**src/rtl/irpd_pkg.sv**
```systemverilog
// shared types, widths and register codes for the infrared pulse-distance frame encoder
// no dependencies; every other file refers to it by scoped names
package irpd_pkg;

   // frame and field sizes
   localparam int MAX_FRAME_BYTES = 16;
   localparam int BYTE_W          = 8;
   localparam int DUR_W           = 16;
   localparam int FLEN_W          = 5;
   localparam int CSR_IDX_W       = 3;
   localparam int CSR_DATA_W      = 16;
   localparam int QUEUE_DEPTH     = 2;

   // derived widths
   localparam int POS_W     = $clog2(MAX_FRAME_BYTES);
   localparam int LEN_BASE  = $clog2(MAX_FRAME_BYTES + 1);
   localparam int LEN_W     = (LEN_BASE > FLEN_W) ? LEN_BASE : FLEN_W;
   localparam int STEP_W    = $clog2(2 * BYTE_W);
   localparam int BIT_IDX_W = $clog2(BYTE_W);
   localparam int QPTR_W    = (QUEUE_DEPTH > 1) ? $clog2(QUEUE_DEPTH) : 1;
   localparam int QCNT_W    = $clog2(QUEUE_DEPTH + 1);

   // last mark/space step of the data bits
   localparam logic [STEP_W-1:0] STEP_LAST = STEP_W'(2 * BYTE_W - 1);

   // reset values of the timing registers
   localparam logic [DUR_W-1:0]  RST_HEADER_MARK  = 16'd7810;
   localparam logic [DUR_W-1:0]  RST_HEADER_SPACE = 16'd2868;
   localparam logic [DUR_W-1:0]  RST_BIT_MARK     = 16'd552;
   localparam logic [DUR_W-1:0]  RST_ZERO_SPACE   = 16'd1447;
   localparam logic [DUR_W-1:0]  RST_ONE_SPACE    = 16'd2868;
   localparam logic [DUR_W-1:0]  RST_FOOTER_SPACE = 16'd10126;
   localparam logic [FLEN_W-1:0] RST_FRAME_LENGTH = 5'd9;

   // register indexes of the write port
   typedef enum logic [CSR_IDX_W-1:0] {
      REG_HEADER_MARK  = 3'd0,
      REG_HEADER_SPACE = 3'd1,
      REG_BIT_MARK     = 3'd2,
      REG_ZERO_SPACE   = 3'd3,
      REG_ONE_SPACE    = 3'd4,
      REG_FOOTER_SPACE = 3'd5,
      REG_FRAME_LENGTH = 3'd6
   } reg_index_type;

   // timing and framing settings as seen by the datapath
   typedef struct packed {
      logic [DUR_W-1:0]  header_mark;
      logic [DUR_W-1:0]  header_space;
      logic [DUR_W-1:0]  mark_burst;
      logic [DUR_W-1:0]  gap_zero;
      logic [DUR_W-1:0]  gap_one;
      logic [DUR_W-1:0]  gap_trailer;
      logic [FLEN_W-1:0] frame_length;
   } timing_type;

   // classified byte passed from front to back
   typedef struct packed {
      logic [BYTE_W-1:0] data_byte;
      logic              first;
      logic              last;
   } entry_type;

endpackage

```
**src/rtl/ir_pulse_distance_frame_encoder_top.sv**
```systemverilog
// Infrared pulse-distance frame encoder. Each frame byte pushed in produces a run of
// mark/space durations, one result per clock cycle while the result side keeps popping:
// 16 results per byte, 18 on the first or last byte of a frame, 20 when the frame is a
// single byte. The back-end sequencer emits one duration per cycle into the result
// register whenever that register is empty or being popped. A two-entry queue sits
// between the byte classifier and the sequencer, so new bytes are taken while earlier
// ones are still being sent, and a run follows the previous one with no gap when its
// byte is already queued. Frame length 0 is treated as 1 and lengths above 16 saturate
// at 16. Settings may only be written while no results are outstanding.
// depends on irpd_pkg, irpd_csr, irpd_front, irpd_queue and irpd_back
module ir_pulse_distance_frame_encoder_top (
   input  logic                             clock,
   input  logic                             reset,
   input  logic                             req_push,
   output logic                             req_full,
   input  logic [irpd_pkg::BYTE_W-1:0]      req_data_byte,
   output logic                             rsp_empty,
   input  logic                             rsp_pop,
   output logic                             rsp_level,
   output logic [irpd_pkg::DUR_W-1:0]       rsp_duration_us,
   output logic                             rsp_end_of_frame,
   output logic                             rsp_last_of_run,
   input  logic                             csr_write,
   input  logic [irpd_pkg::CSR_IDX_W-1:0]   csr_index,
   input  logic [irpd_pkg::CSR_DATA_W-1:0]  csr_data
);

   irpd_pkg::timing_type timing;
   irpd_pkg::entry_type  push_entry;
   irpd_pkg::entry_type  q_head;
   logic                 q_push;
   logic                 q_full;
   logic                 q_pop;
   logic                 q_valid;

   // settings
   irpd_csr u_csr (
      .clock     (clock),
      .reset     (reset),
      .csr_write (csr_write),
      .csr_index (csr_index),
      .csr_data  (csr_data),
      .timing    (timing)
   );

   // byte intake and classification
   irpd_front u_front (
      .clock         (clock),
      .reset         (reset),
      .req_push      (req_push),
      .req_full      (req_full),
      .req_data_byte (req_data_byte),
      .frame_length  (timing.frame_length),
      .q_full        (q_full),
      .q_push        (q_push),
      .q_entry       (push_entry)
   );

   // decoupling queue
   irpd_queue u_queue (
      .clock      (clock),
      .reset      (reset),
      .push       (q_push),
      .push_entry (push_entry),
      .full       (q_full),
      .pop        (q_pop),
      .valid      (q_valid),
      .head       (q_head)
   );

   // duration sequencer
   irpd_back u_back (
      .clock            (clock),
      .reset            (reset),
      .timing           (timing),
      .q_valid          (q_valid),
      .q_head           (q_head),
      .q_pop            (q_pop),
      .rsp_empty        (rsp_empty),
      .rsp_pop          (rsp_pop),
      .rsp_level        (rsp_level),
      .rsp_duration_us  (rsp_duration_us),
      .rsp_end_of_frame (rsp_end_of_frame),
      .rsp_last_of_run  (rsp_last_of_run)
   );

endmodule

```
**src/rtl/irpd_csr.sv**
```systemverilog
// configuration registers of the infrared pulse-distance frame encoder
// depends on irpd_pkg for register codes, widths and reset values
module irpd_csr (
   input  logic                             clock,
   input  logic                             reset,
   input  logic                             csr_write,
   input  logic [irpd_pkg::CSR_IDX_W-1:0]   csr_index,
   input  logic [irpd_pkg::CSR_DATA_W-1:0]  csr_data,
   output irpd_pkg::timing_type             timing
);

   irpd_pkg::timing_type regs_ff;
   irpd_pkg::timing_type regs_in;

   // register write decoder; unknown indexes are dropped
   always_comb begin
      regs_in = regs_ff;
      if (csr_write) begin
         unique case (csr_index)
            irpd_pkg::REG_HEADER_MARK:  regs_in.header_mark  = csr_data;
            irpd_pkg::REG_HEADER_SPACE: regs_in.header_space = csr_data;
            irpd_pkg::REG_BIT_MARK:     regs_in.mark_burst   = csr_data;
            irpd_pkg::REG_ZERO_SPACE:   regs_in.gap_zero     = csr_data;
            irpd_pkg::REG_ONE_SPACE:    regs_in.gap_one      = csr_data;
            irpd_pkg::REG_FOOTER_SPACE: regs_in.gap_trailer  = csr_data;
            irpd_pkg::REG_FRAME_LENGTH:
               regs_in.frame_length = csr_data[irpd_pkg::FLEN_W-1:0];
            default: regs_in = regs_ff;
         endcase
      end
   end

   // settings storage
   always_ff @(posedge clock) begin
      if (reset) begin
         regs_ff.header_mark  <= irpd_pkg::RST_HEADER_MARK;
         regs_ff.header_space <= irpd_pkg::RST_HEADER_SPACE;
         regs_ff.mark_burst   <= irpd_pkg::RST_BIT_MARK;
         regs_ff.gap_zero     <= irpd_pkg::RST_ZERO_SPACE;
         regs_ff.gap_one      <= irpd_pkg::RST_ONE_SPACE;
         regs_ff.gap_trailer  <= irpd_pkg::RST_FOOTER_SPACE;
         regs_ff.frame_length <= irpd_pkg::RST_FRAME_LENGTH;
      end else begin
         regs_ff <= regs_in;
      end
   end

   assign timing = regs_ff;

endmodule

```
**src/rtl/irpd_front.sv**
```systemverilog
// front end: accepts frame bytes, tracks the byte position and marks first/last bytes
// depends on irpd_pkg for widths and the queue entry type
module irpd_front (
   input  logic                          clock,
   input  logic                          reset,
   input  logic                          req_push,
   output logic                          req_full,
   input  logic [irpd_pkg::BYTE_W-1:0]   req_data_byte,
   input  logic [irpd_pkg::FLEN_W-1:0]   frame_length,
   input  logic                          q_full,
   output logic                          q_push,
   output irpd_pkg::entry_type           q_entry
);

   logic [irpd_pkg::POS_W-1:0] pos_ff;
   logic [irpd_pkg::POS_W-1:0] pos_in;
   logic [irpd_pkg::LEN_W-1:0] len_raw;
   logic [irpd_pkg::LEN_W-1:0] len_eff;
   logic [irpd_pkg::LEN_W-1:0] pos_next;
   logic                       last;

   // effective frame length: zero counts as one, saturate at the maximum
   always_comb begin
      len_raw = irpd_pkg::LEN_W'(frame_length);
      if (frame_length == '0) begin
         len_eff = irpd_pkg::LEN_W'(1);
      end else if (len_raw > irpd_pkg::LEN_W'(irpd_pkg::MAX_FRAME_BYTES)) begin
         len_eff = irpd_pkg::LEN_W'(irpd_pkg::MAX_FRAME_BYTES);
      end else begin
         len_eff = len_raw;
      end
   end

   // classify the incoming item
   assign pos_next = irpd_pkg::LEN_W'(pos_ff) + irpd_pkg::LEN_W'(1);
   assign last     = (pos_next >= len_eff);

   assign req_full          = q_full;
   assign q_push            = req_push && !q_full;
   assign q_entry.data_byte = req_data_byte;
   assign q_entry.first     = (pos_ff == '0);
   assign q_entry.last      = last;

   // byte position counter
   always_comb begin
      pos_in = pos_ff;
      if (q_push) begin
         pos_in = last ? '0 : pos_next[irpd_pkg::POS_W-1:0];
      end
   end

   always_ff @(posedge clock) begin
      if (reset) begin
         pos_ff <= '0;
      end else begin
         pos_ff <= pos_in;
      end
   end

endmodule

```
**src/rtl/irpd_queue.sv**
```systemverilog
// short queue of classified bytes between the front end and the sequencer
// depends on irpd_pkg for the entry type and queue depth
module irpd_queue (
   input  logic                clock,
   input  logic                reset,
   input  logic                push,
   input  irpd_pkg::entry_type push_entry,
   output logic                full,
   input  logic                pop,
   output logic                valid,
   output irpd_pkg::entry_type head
);

   irpd_pkg::entry_type              slot_ff [irpd_pkg::QUEUE_DEPTH];
   logic [irpd_pkg::QPTR_W-1:0]      wr_ptr_ff;
   logic [irpd_pkg::QPTR_W-1:0]      wr_ptr_in;
   logic [irpd_pkg::QPTR_W-1:0]      rd_ptr_ff;
   logic [irpd_pkg::QPTR_W-1:0]      rd_ptr_in;
   logic [irpd_pkg::QCNT_W-1:0]      count_ff;
   logic [irpd_pkg::QCNT_W-1:0]      count_in;

   localparam logic [irpd_pkg::QPTR_W-1:0] PTR_END =
      irpd_pkg::QPTR_W'(irpd_pkg::QUEUE_DEPTH - 1);
   localparam logic [irpd_pkg::QCNT_W-1:0] CNT_FULL =
      irpd_pkg::QCNT_W'(irpd_pkg::QUEUE_DEPTH);

   assign full  = (count_ff == CNT_FULL);
   assign valid = (count_ff != '0);
   assign head  = slot_ff[rd_ptr_ff];

   // pointer and fill tracking
   always_comb begin
      wr_ptr_in = wr_ptr_ff;
      rd_ptr_in = rd_ptr_ff;
      count_in  = count_ff;
      if (push) begin
         wr_ptr_in = (wr_ptr_ff == PTR_END) ? '0 : wr_ptr_ff + irpd_pkg::QPTR_W'(1);
      end
      if (pop) begin
         rd_ptr_in = (rd_ptr_ff == PTR_END) ? '0 : rd_ptr_ff + irpd_pkg::QPTR_W'(1);
      end
      if (push && !pop) begin
         count_in = count_ff + irpd_pkg::QCNT_W'(1);
      end else if (pop && !push) begin
         count_in = count_ff - irpd_pkg::QCNT_W'(1);
      end
   end

   always_ff @(posedge clock) begin
      if (reset) begin
         wr_ptr_ff <= '0;
         rd_ptr_ff <= '0;
         count_ff  <= '0;
      end else begin
         wr_ptr_ff <= wr_ptr_in;
         rd_ptr_ff <= rd_ptr_in;
         count_ff  <= count_in;
      end
   end

   // entry storage
   always_ff @(posedge clock) begin
      if (push) begin
         slot_ff[wr_ptr_ff] <= push_entry;
      end
   end

`ifndef ASSERT_OFF
   a_no_overflow: assert property (@(posedge clock) disable iff (reset)
      full |-> !push)
      else $error("queue written while full");

   a_no_underflow: assert property (@(posedge clock) disable iff (reset)
      !valid |-> !pop)
      else $error("queue read while empty");

   a_count_bounded: assert property (@(posedge clock) disable iff (reset)
      count_ff <= CNT_FULL)
      else $error("queue fill count beyond its depth");
`endif

endmodule

```
**src/rtl/irpd_back.sv**
```systemverilog
// back end: sequences header, bit and footer durations for one byte at a time
// depends on irpd_pkg for the entry and timing types
module irpd_back (
   input  logic                          clock,
   input  logic                          reset,
   input  irpd_pkg::timing_type          timing,
   input  logic                          q_valid,
   input  irpd_pkg::entry_type           q_head,
   output logic                          q_pop,
   output logic                          rsp_empty,
   input  logic                          rsp_pop,
   output logic                          rsp_level,
   output logic [irpd_pkg::DUR_W-1:0]    rsp_duration_us,
   output logic                          rsp_end_of_frame,
   output logic                          rsp_last_of_run
);

   typedef enum logic [1:0] {
      ST_IDLE,
      ST_HEADER,
      ST_BITS,
      ST_FOOTER
   } state_type;

   state_type                      state_ff, state_in;
   logic [irpd_pkg::STEP_W-1:0]    step_ff, step_in;
   irpd_pkg::entry_type            cur_ff, cur_in;
   logic                           out_valid_ff, out_valid_in;
   logic                           level_ff, level_in;
   logic [irpd_pkg::DUR_W-1:0]     dur_ff, dur_in;
   logic                           eof_ff, eof_in;
   logic                           lor_ff, lor_in;

   logic                           advance;
   logic                           res_level;
   logic [irpd_pkg::DUR_W-1:0]     res_dur;
   logic                           res_eof;
   logic                           res_done;
   state_type                      res_state;
   logic [irpd_pkg::STEP_W-1:0]    res_step;
   logic [irpd_pkg::BIT_IDX_W-1:0] bit_idx;
   logic                           space;

   assign advance = !out_valid_ff || rsp_pop;
   assign bit_idx = step_ff[irpd_pkg::STEP_W-1:1];
   assign space   = step_ff[0];

   // duration of the current step and where the sequence goes next
   always_comb begin
      res_level = !space;
      res_dur   = timing.mark_burst;
      res_eof   = 1'b0;
      res_done  = 1'b0;
      res_state = state_ff;
      res_step  = step_ff + irpd_pkg::STEP_W'(1);
      unique case (state_ff)
         ST_HEADER: begin
            res_dur = space ? timing.header_space : timing.header_mark;
            if (space) begin
               res_state = ST_BITS;
               res_step  = '0;
            end
         end
         ST_BITS: begin
            if (space) begin
               res_dur = cur_ff.data_byte[bit_idx] ? timing.gap_one : timing.gap_zero;
            end
            if (step_ff == irpd_pkg::STEP_LAST) begin
               res_done  = !cur_ff.last;
               res_state = ST_FOOTER;
               res_step  = '0;
            end
         end
         ST_FOOTER: begin
            res_dur  = space ? timing.gap_trailer : timing.mark_burst;
            res_eof  = space;
            res_done = space;
         end
         default: begin
            res_level = 1'b0;
         end
      endcase
   end

   // sequencer control and result register
   always_comb begin
      state_in     = state_ff;
      step_in      = step_ff;
      cur_in       = cur_ff;
      out_valid_in = out_valid_ff;
      level_in     = level_ff;
      dur_in       = dur_ff;
      eof_in       = eof_ff;
      lor_in       = lor_ff;
      q_pop        = 1'b0;
      if (advance) begin
         out_valid_in = 1'b0;
      end
      if (state_ff == ST_IDLE) begin
         if (q_valid) begin
            q_pop    = 1'b1;
            cur_in   = q_head;
            step_in  = '0;
            state_in = q_head.first ? ST_HEADER : ST_BITS;
         end
      end else if (advance) begin
         out_valid_in = 1'b1;
         level_in     = res_level;
         dur_in       = res_dur;
         eof_in       = res_eof;
         lor_in       = res_done;
         if (res_done) begin
            if (q_valid) begin
               q_pop    = 1'b1;
               cur_in   = q_head;
               step_in  = '0;
               state_in = q_head.first ? ST_HEADER : ST_BITS;
            end else begin
               state_in = ST_IDLE;
            end
         end else begin
            state_in = res_state;
            step_in  = res_step;
         end
      end
   end

   always_ff @(posedge clock) begin
      if (reset) begin
         state_ff     <= ST_IDLE;
         out_valid_ff <= 1'b0;
      end else begin
         state_ff     <= state_in;
         out_valid_ff <= out_valid_in;
      end
      step_ff  <= step_in;
      cur_ff   <= cur_in;
      level_ff <= level_in;
      dur_ff   <= dur_in;
      eof_ff   <= eof_in;
      lor_ff   <= lor_in;
   end

   assign rsp_empty        = !out_valid_ff;
   assign rsp_level        = level_ff;
   assign rsp_duration_us  = dur_ff;
   assign rsp_end_of_frame = eof_ff;
   assign rsp_last_of_run  = lor_ff;

`ifndef ASSERT_OFF
   a_eof_ends_run: assert property (@(posedge clock) disable iff (reset)
      (out_valid_ff && eof_ff) |-> (lor_ff && !level_ff))
      else $error("footer space not flagged as last of run");

   a_footer_only_last: assert property (@(posedge clock) disable iff (reset)
      (state_ff == ST_FOOTER) |-> cur_ff.last)
      else $error("footer sequenced for a byte that is not last in frame");

   a_pop_at_boundary: assert property (@(posedge clock) disable iff (reset)
      q_pop |-> ((state_ff == ST_IDLE) || (advance && res_done)))
      else $error("new byte taken while one is still being sequenced");
`endif

endmodule
```
**config.mk**
```make
export PLATFORM = sky130hd
export DESIGN_NAME = ir_pulse_distance_frame_encoder_top
export DESIGN_NICKNAME = d
export VERILOG_FILES = /design/src/rtl/irpd_pkg.sv /design/src/rtl/ir_pulse_distance_frame_encoder_top.sv /design/src/rtl/irpd_csr.sv /design/src/rtl/irpd_front.sv /design/src/rtl/irpd_queue.sv /design/src/rtl/irpd_back.sv
export SDC_FILE = /design/constraint.sdc
export NUM_CORES = 1
export LEC_CHECK = 0
export CORE_AREA = 2 2 123 125
export DETAILED_ROUTE_END_ITERATION = 6
export DIE_AREA = 0 0 125 127
export DONT_BUFFER_PORTS = 1
export PLACE_DENSITY = 0.65
export SLEW_MARGIN = 20
export SYNTH_ARGS = -nofsm -noshare
export SYNTH_HDL_FRONTEND = slang
export SYNTH_SLANG_ARGS = --single-unit
```
**constraint.sdc**
```tcl
create_clock -name clock -period 7.3 [get_ports clock]
set_input_delay 1.095 -clock clock [delete_from_list [all_inputs] [get_ports clock]]
set_output_delay 1.095 -clock clock [all_outputs]
set_load 0.02 [all_outputs]
```
==> results by group <==
Run status
  – Status: completed

STA
  – Final setup fails: 0
  – Max Slew Vio Count: 0
  – Fin Clk Skew: 0.0103 ns
  – Setup_tns: 0 ns
  – Max-Slew Margin vs Limit: 33.7%
  – Crit path time final: 3.27 ns
  – Slew @ Worst Pin: 0.995 ns
  – Final Hold Vio Count: 0
  – Fin crit share: 44.8%
  – FMAX: 0.306 GHz
  – Unrepaired setup endpoints after global routing: no

Placed design
  – Hpwl dp: 10.8 mm
  – Placed cells: 918
  – PortBufs: 0
  – Routability cong.: 0.834

Global routing
  – Initial antenna violation count: 0
  – Total gr overflow: 0
  – Largest net degree at the start of global routing: 112
  – First-pass GRT wire length: 26.3 mm
  – Number of global-route vias before repair: 4,996
  – Overall routing resource usage: 21.0%

Finish
  – Commonest non-fill, non-tap cell in the layout: nand2_1
  – Most frequent cells in the layout: 223 x nand2_1, 113 x dfxtp_1, 69 x a21oi_1
  – Layout cells sized above 1: 10.6%
  – Nets: 800
  – Area delta synth->final: 9.24%
  – Non-Filler Instances: 950
  – Core Util, Final: 55.0%
  – Diodes inserted: 0

Setup path
  – CP Data Arrival Time: 3.63 ns
  – CP Capture Type: register
  – Worst Path Required: 7.66 ns
  – CP Max Fanout: 19
  – Startpoint types: register
  – Kind of critical path: reg2reg

Floorplanning
  – DIE AREA: 15,900 sq um
  – CORE AREA: 14,400 sq um
  – FP Rows: 44
  – Chip Height: 127 microns
  – Initial Utilization: 50.4%
  – Chip Width: 125 microns
  – IO Pins: 53

Min path
  – Hold Path Class: reg2reg

Detailed routing
  – DRC: 0
  – Via count: 5,417
  – ANT nets after route: 0
  – DRT iter0 DRCs: 418
  – DR vias/cell: 5.70
  – Final WL: 16.4 mm
  – WL per Instance: 17.3 microns
  – Pre-antenna DRT Iters: 7

CTS
  – CTS resizes: 0
  – Clock Sinks: 165
  – Post-CTS Setup Repair Bufs: 0
  – H-tree depth: 4
  – Hold_buf cts: 0
  – Clock buffer depth: 2
  – Clk Tree Root Cell: clkbuf_16
  – TritonCTS Buffers: 17
  – TritonCTS clock tree: built
  – Clk pin slew, worst setup/hold paths: 0.06 ns
  – Worst skew pair latency: 0.43 ns

Power and ir drop
  – Cell Pwr Density: 335 nW/um^2
  – VDD IR max: 0.175 mV
  – P_leak: 2.97 nW

Synth
  – Cell variety after synth: 43
  – FF+latch count, synth: 165
  – Post-synthesis cell area: 7270 sq um
  – Post-Syn Instances: 774
  – Syn Area/Cell: 9.39 sq um
  – Async SR Flop Fraction: 0%
  – YS warnings: 0
  – Post-synth net total: 821
  – Register area share after synthesis: 52.6%
  – Post-synth EDFFs: 52
  – Top FF cell, synth: dfxtp_1

Flow run
  – Max_cap viols: 0
power breakdown:
group          internal (W)  switching, W  total, W
Combinational      0.000220      0.000325  0.000545
Sequential          0.00110      0.000111   0.00121
Clock              0.000528      0.000370  0.000898
Total               0.00185      0.000806   0.00266
synthesized netlist by cell type, types with 3 or more instances:
library cell    n  area, sq um
nor3_1          4         20.0
nor2b_1         8         50.1
inv_1          21         78.8
nand2_1       223          837
a21oi_1        69          345
xor2_1          3         26.3
buf_1           4         15.0
o21ai_0        27          135
clkbuf_1       30          113
edfxtp_1       52         1560
a221o_1        16          160
mux2i_1         5         50.1
nand3b_1       36          270
nor2_1         26         97.6
ha_1           15          188
and3_1          4         25.0
dfxtp_1       113         2260
nand2b_1        8         50.1
nand3_1        12         60.1
a22oi_1        16          120
buf_2           7         35.0
nor3b_1         3         22.5
mux2_2         41          462
through the flow:
step           total power (W)  instance area, sq um  hold slack (ns)  worst slack, ns
2_1_floorplan          0.00165                  7270            0.432             4.40
3_3_place_gp           0.00176                  7340            0.432             4.13
3_5_place_dp           0.00178                  7340            0.438             4.04
4_1_cts                0.00267                  7940            0.446             4.01
5_1_grt                0.00279                  7940            0.464             3.78
6_report               0.00266                  7940            0.446             4.03
final timing paths:
| kind | start | to | slack [ns] | cells past startpoint |
|---|---|---|---|---|
| max reg2reg | u_back.state_ff[0] | u_queue.count_ff[1] | 4.03 | 8 |
| min reg2reg | u_csr.timing[87] | u_csr.timing[87] | 0.45 | 2 |
| max | u_back.state_ff[0] | u_queue.count_ff[1] | 4.03 | 8 |
| min | u_csr.timing[87] | u_csr.timing[87] | 0.45 | 2 |
critical path: stages (launching register included):
cell and delay, ns:
dfxtp_1 0.39, ha_1 0.64, and2_1 0.28, a21oi_1 0.08, a21oi_1 0.83, inv_1 0.11, ha_1 0.35, or3_1 0.37
a21oi_1 0.14
state kept, by name (all words and copies together), names as in the netlist, 2 cells and up, named ones only:
signal / flops
u_queue.count_ff: 2
u_queue.slot_ff: 20
u_back.rsp_duration_us: 16
u_front.pos_ff: 4
u_back.state_ff: 2
u_back.step_ff: 4
u_csr.timing: 101
u_back.cur_ff: 9
logic make-up (layout without fill, tap and decap cells):
family / Yosys count / after routing / synth area share (%)
AND/OR/NAND/NOR: 330 / 330 / 20.2
flip-flops: 165 / 165 / 52.6
AO/OA/AOI/OAI: 146 / 146 / 12.5
buffers and inverters: 65 / 57 / 3.74
multiplexers: 48 / 48 / 7.76
adder cells (fa/ha/maj): 15 / 15 / 2.58
XOR/XNOR: 5 / 5 / 0.603
area by class of cell:
type                    count  area, sq um
clock buffers              20          457
clock inverters            12          140
fillers                  1260         6480
inverters                  21         78.8
multi-input cells         544         3180
flip-flops and latches    165         3820
well taps                 184          230
repair buffers              4         30.0
routing by layer:
| metal | up-vias | routed length, microns | track usage [%] |
|---|---|---|---|
| met1 | 2589 | 7840 | 30.0 |
| met5 | - | 0 | 0 |
| met4 | 0 | 231 | 6.99 |
| met3 | 23 | 858 | 3.85 |
| li1 | 2640 | - | - |
| met2 | 165 | 7490 | 32.7 |
Power figures use the tool's default switching activity.
